===== src/hdl/rsr_pkg.sv =====
// Shared types, constants and the sine table builder for the radial sine ripple block.
// No dependencies; every other file refers to it by scoped names.
`default_nettype none

package rsr_pkg;

  localparam int unsigned MAX_SIDE_DEF   = 1024;
  localparam int unsigned SINE_DEPTH_DEF = 256;  // power of two, 64..4096

  localparam int unsigned SQRT_CELLS  = 20;
  localparam int unsigned RAD_W       = 2 * SQRT_CELLS;
  localparam int unsigned ROOT_W      = SQRT_CELLS;
  localparam int unsigned REM_W       = ROOT_W + 1;
  localparam int unsigned PIPE_STAGES = SQRT_CELLS + 5;

  localparam logic [10:0] SIDE_RESET = 11'd200;

  localparam int unsigned CFG_IDX_W = 2;
  localparam logic [CFG_IDX_W-1:0] REG_SIDE           = 2'd0;
  localparam logic [CFG_IDX_W-1:0] REG_CENTER_X_SHIFT = 2'd1;
  localparam logic [CFG_IDX_W-1:0] REG_CENTER_Y_SHIFT = 2'd2;

  localparam logic [63:0] Q30_ONE         = 64'd1073741824;
  localparam logic [63:0] HALF_PI_Q30     = 64'd1686629713;
  localparam logic [23:0] TWO_OVER_PI_Q24 = 24'd10680707;

  typedef struct packed {
    logic [RAD_W-1:0]  rad;
    logic [REM_W-1:0]  rem;
    logic [ROOT_W-1:0] root;
  } sqrt_lane_t;

  // {level for negative half, level for positive half} at quarter-wave angle x (Q2.30)
  function automatic logic [15:0] blue_pair(input logic [63:0] x);
    logic [63:0] x2, t, mag, up, un, lp, ln;
    x2 = (x * x) >> 30;
    t  = Q30_ONE;
    t  = Q30_ONE - ((x2 * t) >> 30) / 64'd110;
    t  = Q30_ONE - ((x2 * t) >> 30) / 64'd72;
    t  = Q30_ONE - ((x2 * t) >> 30) / 64'd42;
    t  = Q30_ONE - ((x2 * t) >> 30) / 64'd20;
    t  = Q30_ONE - ((x2 * t) >> 30) / 64'd6;
    mag = (x * t) >> 30;
    if (mag > Q30_ONE) begin
      mag = Q30_ONE;
    end
    up = Q30_ONE + mag;
    un = Q30_ONE - mag;
    lp = (up * 64'd255) >> 31;
    ln = (un * 64'd255) >> 31;
    if (lp > 64'd255) begin
      lp = 64'd255;
    end
    return {ln[7:0], lp[7:0]};
  endfunction

endpackage

`default_nettype wire


===== src/hdl/rsr_sqrt_cell.sv =====
// One digit cell of the integer square root chain: one root bit per cell.
// Depends on rsr_pkg (sqrt_lane_t, widths).
`default_nettype none

module rsr_sqrt_cell (
  input  logic                clk,
  input  logic                rst,
  input  logic                en,
  input  logic                in_valid,
  input  rsr_pkg::sqrt_lane_t in_lane,
  output logic                out_valid,
  output rsr_pkg::sqrt_lane_t out_lane
);

  logic [rsr_pkg::REM_W+1:0] rem_ext;
  logic [rsr_pkg::REM_W+1:0] trial;
  logic [rsr_pkg::REM_W+1:0] diff;
  logic                      ge;
  rsr_pkg::sqrt_lane_t       lane_next;

  always_comb begin
    rem_ext = {in_lane.rem, in_lane.rad[rsr_pkg::RAD_W-1 -: 2]};
    trial   = {1'b0, in_lane.root, 2'b01};
    diff    = rem_ext - trial;
    ge      = (rem_ext >= trial);
    lane_next.rem  = ge ? diff[rsr_pkg::REM_W-1:0] : rem_ext[rsr_pkg::REM_W-1:0];
    lane_next.root = {in_lane.root[rsr_pkg::ROOT_W-2:0], ge};
    lane_next.rad  = {in_lane.rad[rsr_pkg::RAD_W-3:0], 2'b00};
  end

  always_ff @(posedge clk) begin
    if (rst) begin
      out_valid <= 1'b0;
    end else if (en) begin
      out_valid <= in_valid;
    end
  end

  always_ff @(posedge clk) begin
    if (en) begin
      out_lane <= lane_next;
    end
  end

endmodule

`default_nettype wire


===== src/hdl/rsr_sine_lut.sv =====
// Quarter-wave sine table holding final blue levels, registered read.
// Depends on rsr_pkg (blue_pair, HALF_PI_Q30).
`default_nettype none

module rsr_sine_lut #(
  parameter  int unsigned SINE_TABLE_DEPTH = rsr_pkg::SINE_DEPTH_DEF,
  localparam int unsigned IDX_W            = $clog2(SINE_TABLE_DEPTH) + 1
) (
  input  logic             clk,
  input  logic             en,
  input  logic [IDX_W-1:0] idx,
  input  logic             neg,
  output logic [7:0]       level
);

  logic [7:0] lut_pos [SINE_TABLE_DEPTH+1];
  logic [7:0] lut_neg [SINE_TABLE_DEPTH+1];

  for (genvar i = 0; i <= SINE_TABLE_DEPTH; i++) begin : g_lut
    localparam logic [63:0] X =
      (64'(i) * rsr_pkg::HALF_PI_Q30) / 64'(SINE_TABLE_DEPTH);
    localparam logic [15:0] PAIR = rsr_pkg::blue_pair(X);
    assign lut_pos[i] = PAIR[7:0];
    assign lut_neg[i] = PAIR[15:8];
  end

  always_ff @(posedge clk) begin
    if (en) begin
      level <= neg ? lut_neg[idx] : lut_pos[idx];
    end
  end

endmodule

`default_nettype wire


===== src/hdl/radial_sine_ripple_pixel_top.sv =====
// Radial sine ripple pixel generator: config registers, distance, sqrt chain, phase, table.
// Depends on rsr_pkg, rsr_sqrt_cell, rsr_sine_lut.
//
//   channel  | direction | handshake              | payload
//   pixel    | in        | pixel_valid/pixel_stall | pixel_x, pixel_y
//   blue     | out       | blue_valid/blue_stall   | blue_level
//   config   | in        | APB psel/penable/pready | paddr, pwdata, prdata
//
// One pixel per clock unless blue_stall holds it; stages: abs diff, squares, 20 sqrt cells, phase
// multiply, table index, table read. The sqrt cell chain sets the latency.
// Reset clears valid bits and loads side 200, shifts 0.
// Stalls back up stage by stage; empty stages keep filling while the output is held.
`default_nettype none

module radial_sine_ripple_pixel_top #(
  parameter int unsigned MAX_SIDE         = rsr_pkg::MAX_SIDE_DEF,
  parameter int unsigned SINE_TABLE_DEPTH = rsr_pkg::SINE_DEPTH_DEF
) (
  input  logic        clk,
  input  logic        rst,
  input  logic        psel,
  input  logic        penable,
  input  logic        pwrite,
  input  logic [3:0]  paddr,
  input  logic [31:0] pwdata,
  output logic [31:0] prdata,
  output logic        pready,
  input  logic        pixel_valid,
  output logic        pixel_stall,
  input  logic [9:0]  pixel_x,
  input  logic [9:0]  pixel_y,
  output logic        blue_valid,
  input  logic        blue_stall,
  output logic [7:0]  blue_level
);

  localparam int unsigned DEPTH_LOG = $clog2(SINE_TABLE_DEPTH);
  localparam int unsigned IDX_W     = DEPTH_LOG + 1;

  // configuration
  logic [10:0] side_reg;
  logic [10:0] center_x_shift;
  logic [10:0] center_y_shift;
  logic        cfg_wr;

  assign pready = 1'b1;
  assign cfg_wr = psel && penable && pwrite && pready;

  always_ff @(posedge clk) begin
    if (rst) begin
      side_reg       <= rsr_pkg::SIDE_RESET;
      center_x_shift <= 11'd0;
      center_y_shift <= 11'd0;
    end else if (cfg_wr) begin
      case (paddr[3:2])
        rsr_pkg::REG_SIDE:           side_reg       <= pwdata[10:0];
        rsr_pkg::REG_CENTER_X_SHIFT: center_x_shift <= pwdata[10:0];
        rsr_pkg::REG_CENTER_Y_SHIFT: center_y_shift <= pwdata[10:0];
        default: ;
      endcase
    end
  end

  always_comb begin
    case (paddr[3:2])
      rsr_pkg::REG_SIDE:           prdata = {21'd0, side_reg};
      rsr_pkg::REG_CENTER_X_SHIFT: prdata = {21'd0, center_x_shift};
      rsr_pkg::REG_CENTER_Y_SHIFT: prdata = {21'd0, center_y_shift};
      default:                     prdata = 32'd0;
    endcase
  end

  // stage enables, bubbles collapse
  logic en1, en2, en3, en4, en_o;
  logic v1, v2, v3, v4;

  assign en_o        = !blue_valid || !blue_stall;
  assign en4         = !v4 || en_o;
  assign en3         = !v3 || en4;
  assign pixel_stall = !en1;

  // stage 1: centre and absolute differences
  logic [10:0] side_eff;
  logic [9:0]  centre;
  logic [11:0] cx, cy;
  logic [12:0] dx, dy;
  logic [10:0] ax_next, ay_next;
  logic [10:0] ax, ay;

  always_comb begin
    side_eff = ({2'b00, side_reg} > 13'(MAX_SIDE)) ? 11'(MAX_SIDE) : side_reg;
    centre   = side_eff[10:1];
    cx       = {2'b00, centre} + {center_x_shift[10], center_x_shift};
    cy       = {2'b00, centre} + {center_y_shift[10], center_y_shift};
    dx       = {3'b000, pixel_x} - {cx[11], cx};
    dy       = {3'b000, pixel_y} - {cy[11], cy};
    ax_next  = dx[12] ? 11'(13'd0 - dx) : dx[10:0];
    ay_next  = dy[12] ? 11'(13'd0 - dy) : dy[10:0];
  end

  always_ff @(posedge clk) begin
    if (rst) begin
      v1 <= 1'b0;
    end else if (en1) begin
      v1 <= pixel_valid;
    end
  end

  always_ff @(posedge clk) begin
    if (en1) begin
      ax <= ax_next;
      ay <= ay_next;
    end
  end

  // stage 2: sum of squares
  logic [21:0] sqx, sqy;
  logic [22:0] sum_sq;

  assign sqx = {11'd0, ax} * {11'd0, ax};
  assign sqy = {11'd0, ay} * {11'd0, ay};

  always_ff @(posedge clk) begin
    if (rst) begin
      v2 <= 1'b0;
    end else if (en2) begin
      v2 <= v1;
    end
  end

  always_ff @(posedge clk) begin
    if (en2) begin
      sum_sq <= {1'b0, sqx} + {1'b0, sqy};
    end
  end

  // square root cell chain on sum_sq * 2^16
  rsr_pkg::sqrt_lane_t lane       [rsr_pkg::SQRT_CELLS+1];
  logic                lane_valid [rsr_pkg::SQRT_CELLS+1];
  logic                cell_en    [rsr_pkg::SQRT_CELLS+1];

  assign lane[0].rad  = {1'b0, sum_sq, 16'h0000};
  assign lane[0].rem  = '0;
  assign lane[0].root = '0;
  assign lane_valid[0] = v2;
  assign cell_en[rsr_pkg::SQRT_CELLS] = en3;
  assign en2 = !v2 || cell_en[0];
  assign en1 = !v1 || en2;

  for (genvar k = 0; k < rsr_pkg::SQRT_CELLS; k++) begin : g_cell
    assign cell_en[k] = !lane_valid[k+1] || cell_en[k+1];
    rsr_sqrt_cell u_cell (
      .clk       (clk),
      .rst       (rst),
      .en        (cell_en[k]),
      .in_valid  (lane_valid[k]),
      .in_lane   (lane[k]),
      .out_valid (lane_valid[k+1]),
      .out_lane  (lane[k+1])
    );
  end

  // stage 3: phase multiply, keep bits that form P mod 4*DEPTH
  logic [43:0]        prod;
  logic [IDX_W:0]     phase;

  assign prod = {24'd0, lane[rsr_pkg::SQRT_CELLS].root} * {20'd0, rsr_pkg::TWO_OVER_PI_Q24};

  always_ff @(posedge clk) begin
    if (rst) begin
      v3 <= 1'b0;
    end else if (en3) begin
      v3 <= lane_valid[rsr_pkg::SQRT_CELLS];
    end
  end

  always_ff @(posedge clk) begin
    if (en3) begin
      phase <= prod[33:32-DEPTH_LOG];
    end
  end

  // stage 4: quadrant folding
  logic [IDX_W-1:0] idx_next, idx;
  logic             neg;

  assign idx_next = phase[DEPTH_LOG]
                    ? IDX_W'(SINE_TABLE_DEPTH) - {1'b0, phase[DEPTH_LOG-1:0]}
                    : {1'b0, phase[DEPTH_LOG-1:0]};

  always_ff @(posedge clk) begin
    if (rst) begin
      v4 <= 1'b0;
    end else if (en4) begin
      v4 <= v3;
    end
  end

  always_ff @(posedge clk) begin
    if (en4) begin
      idx <= idx_next;
      neg <= phase[DEPTH_LOG+1];
    end
  end

  // output stage: table read
  always_ff @(posedge clk) begin
    if (rst) begin
      blue_valid <= 1'b0;
    end else if (en_o) begin
      blue_valid <= v4;
    end
  end

  rsr_sine_lut #(
    .SINE_TABLE_DEPTH (SINE_TABLE_DEPTH)
  ) u_lut (
    .clk   (clk),
    .en    (en_o),
    .idx   (idx),
    .neg   (neg),
    .level (blue_level)
  );

endmodule

`default_nettype wire


===== config.mk =====
export PLATFORM = sky130hd
export DESIGN_NAME = radial_sine_ripple_pixel_top
export DESIGN_NICKNAME = d
export VERILOG_FILES = /design/src/hdl/rsr_pkg.sv /design/src/hdl/rsr_sqrt_cell.sv /design/src/hdl/rsr_sine_lut.sv /design/src/hdl/radial_sine_ripple_pixel_top.sv
export SDC_FILE = /design/constraint.sdc
export NUM_CORES = 2
export LEC_CHECK = 0
export ABC_AREA = 1
export BUFFER_PORTS_ARGS = -buffer_cell sky130_fd_sc_hd__buf_2
export CAP_MARGIN = 30
export CORE_MARGIN = 5
export CORE_UTILIZATION = 60
export DETAILED_ROUTE_END_ITERATION = 7
export GPL_TIMING_DRIVEN = 1
export PLACE_DENSITY_LB_ADDON = 0.25
export SLEW_MARGIN = 20
export SYNTH_ARGS = -nofsm -noshare
export SYNTH_HDL_FRONTEND = slang
export SYNTH_HIERARCHICAL = 1
export SYNTH_SLANG_ARGS = --single-unit

===== constraint.sdc =====
create_clock -name clk -period 11.9 [get_ports clk]
set_input_delay 1.785 -clock clk [delete_from_list [all_inputs] [get_ports clk]]
set_output_delay 1.785 -clock clk [all_outputs]
set_load 0.1 [all_outputs]

==> impl.org <==
** Floorplanning
- From left edge to right edge, the die measures 408 µm.
- Number of core rows :: 146
- Initial core utilization :: 60.2%
- The die covers 167,000 µm².
- Core ar. :: 158,000 µm²
- Vert. Die Dim :: 408 µm
- For this design the top-level I/O count stands at 106.

** Timing
- In this run the tightest slew margin relative to its limit is 36.9%.
- Final slew viol count :: 0
- Worst Skew :: 0.0533 ns
- Count of endpoints failing setup in the final report :: 0
- In the final timing run, aggregate negative setup slack is 0 ns.
- Period Utilization, post-route :: 66.2%
- Highest achievable clock rate :: 127 MHz
- Final hold viol count :: 0
- Setup repair after global routing left no endpoint under its margin.
- The worst path in the final design needs a cycle of approximately 7.9 ns, including I/O delays and setup.
- Across all setup checks in the final design, the least slack found is 4.03 ns.
- At the pin with the least slew margin, the transition time is roughly 0.95 ns.

** Critical path
- For the worst setup path, the data required time is 10.12 ns.
- End of the worst register-to-register path :: sum_sq[19]$_DFFE_PP_
- The most critical setup path has its startpoint at blue_stall.
- Critical Path End :: pixel_stall
- Worst flop-to-flop path startpoint :: ay[8]$_DFFE_PN_
- The worst setup path is captured at an output pin.
- The critical path is of the input port to output pin type.
- Startpoint Class :: input port
- Worst setup slack for register-to-register paths :: 5.08 ns
- Worst Reg2Reg Path Length in Cells :: 26
- For the worst setup path, the data arrival time is 6.09 ns.
- Of all nets on the critical path, the largest fanout is 61.

** Placement
- Weighted congestion reported at the end of routability-driven placement :: 0.946
- Port Buffers :: 60
- Worst slack at placement :: 2.80 ns
- In this run, placement finished with an instance count of around 13k.
- Post-detailed-placement half-perimeter wirelength :: 182,000 µm

** Worst hold path
- The min-delay analysis places its worst path in the category register to register.

** Detailed routing
- In the final routed layout, each cell accounts on average for between 15 and 20 µm.
- Total wire length after detailed routing :: 230,000 µm
- Via count :: roughly 71k
- Number of nets still failing antenna checks after routing :: 0
- Violation count after the first detailed-route iteration :: 5,532
- Using the TritonRoute via totals, the vias-per-cell ratio works out to 5.33.
- Drc violations :: 0
- Drt first pass iters :: 6

** Run
- Across the run, the number of max-cap violations was 0.

** Clock network
- Root buf cell :: sky130_fd_sc_hd__clkbuf_16
- # H-tree levels :: 4
- In this run, post-CTS hold repair placed 0 buffers.
- The clock passes through at most 3 buffers.
- Once the clock tree was built, the setup fixing pass inserted 0 buffers.
- Post-CTS repair changed the size of 0 cells.
- Worst skew pair latency :: approximately 0.8 ns
- TritonCTS built the clock tree.
- Number of buffers created by CTS :: 142
- Clock Sinks :: 1,310
- Clock slew at reported path FFs :: 0.06 ns

** Global routing
- Entering global routing, the biggest net connects between 70 and 80 pins.
- For this run the aggregate overflow at the end of global routing stands at 0.
- Global routing used 27.4% of the available tracks.
- The number of antenna violations at the first check in global routing was 4.
- First-pass GRT wire length :: 368,000 µm
- Number of global-route vias before repair :: 69.3k

** Cells and area
- Post-route insts no fill :: roughly 13k
- The largest registers in the layout are g_cell.u_cell/out_lane: 1179 flops, sum_sq: 23 flops, g_cell.u_cell/out_valid: 20 flops.
- Largest register by flop count :: g_cell.u_cell/out_lane
- Final core utilization :: 64.6%
- Share of post-route cells with drive strength above 1 :: 9.62%
- 0 antenna diodes ended up in the layout.
- Compared with the post-synthesis result, the final layout area differs by 7.32%.
- The register with the most flip-flops in the layout has 1,179 of them.
- The net count of the finished layout is between 10k and 15k.

** Synthesis
- Number of warning messages in the yosys log :: 6
- The synthesized netlist occupies a cell area of about 95,000 µm².
- After synthesis, the mean cell area works out to 8.73 µm².
- Cells after Synth :: 10.9k

** Status
- Status :: finished clean
## final cells by class
type	count	area, µm²
Clock buffer	171	3700
Clock inverter	88	1100
Fill cell	13183	55900
Inverter	2269	8520
Multi-Input combinational cell	7280	46800
Sequential cell	1310	38800
Tap cell	2072	2590
Timing Repair Buffer	87	652
## through the flow
step / hold slack [ns] / cell area [µm²]
6_report: 0.392 / 102000
5_1_grt: 0.400 / 102000
4_1_cts: 0.399 / 102000
3_5_place_dp: 0.405 / 97300
3_3_place_gp: 0.401 / 97100
2_1_floorplan: 0.400 / 95600
## placed cells by master, fill, tap and decap left out, drive strengths merged, types with 3 or more instances in the layout
cell type,count
nand2,3205
inv,2272
edfxtp,1252
nand3,786
ha,735
nor2,655
a21oi,392
o21ai,318
fa,314
xor2,190
clkbuf,171
conb,120
nor3,109
nand3b,99
o21bai,89
nand4,88
buf,87
xnor2,74
clkinv,61
dfxtp,58
mux2i,20
bufinv,13
o31a,13
clkinvlp,11
or2,10
o221ai,10
a31oi,9
o211ai,7
o31ai,6
and2,6
nor4,5
o21a,3
o2111ai,3
a22oi,3
## worst max-delay path: stages
cell and delay (ns):
sky130_fd_sc_hd__buf_2 0.15, sky130_fd_sc_hd__nand2_2 0.23, sky130_fd_sc_hd__nor2_4 0.19, sky130_fd_sc_hd__nand4_4 0.25
sky130_fd_sc_hd__nor2_4 0.26, sky130_fd_sc_hd__nand4_4 0.09, sky130_fd_sc_hd__buf_4 0.33, sky130_fd_sc_hd__nor2_4 0.26
sky130_fd_sc_hd__nand4_4 0.14, sky130_fd_sc_hd__nor2_4 0.22, sky130_fd_sc_hd__nand4_4 0.18, sky130_fd_sc_hd__nor2_4 0.25
sky130_fd_sc_hd__nand4_4 0.09, sky130_fd_sc_hd__buf_4 0.26, sky130_fd_sc_hd__buf_16 0.24, sky130_fd_sc_hd__nor2_4 0.22
sky130_fd_sc_hd__nand4_2 0.27, sky130_fd_sc_hd__buf_16 0.27, sky130_fd_sc_hd__inv_1 0.11, sky130_fd_sc_hd__buf_12 0.18
## routing by layer
| layer | wire, µm | GRT usage, % |
|---|---|---|
| met1 | 103000 | 38.4 |
| met2 | 108000 | 45.6 |
| met3 | 12700 | 3.22 |
| met4 | 6830 | 7.84 |
| met5 | 0 | 0 |
## how the worst min path moves through the flow
stage	from	to	cells past startpoint
2_1_floorplan	sum_sq[0]$_DFFE_PP_	g_cell[0].u_cell/out_lane[59]$_DFFE_PP_	0
3_3_place_gp	g_cell[9].u_cell/out_lane[64]$_DFFE_PP_	g_cell[10].u_cell/out_lane[66]$_DFFE_PP_	0
3_5_place_dp	sum_sq[12]$_DFFE_PP_	g_cell[0].u_cell/out_lane[71]$_DFFE_PP_	0
4_1_cts	g_cell[3].u_cell/out_lane[69]$_DFFE_PP_	g_cell[4].u_cell/out_lane[71]$_DFFE_PP_	0
5_1_grt	g_cell[2].u_cell/out_lane[74]$_DFFE_PP_	g_cell[3].u_cell/out_lane[76]$_DFFE_PP_	0
6_report	g_cell[5].u_cell/out_lane[76]$_DFFE_PP_	g_cell[6].u_cell/out_lane[78]$_DFFE_PP_	0
Power is not shown: default switching activity piles up to over one toggle a cycle in this logic, so the estimate is an artifact.
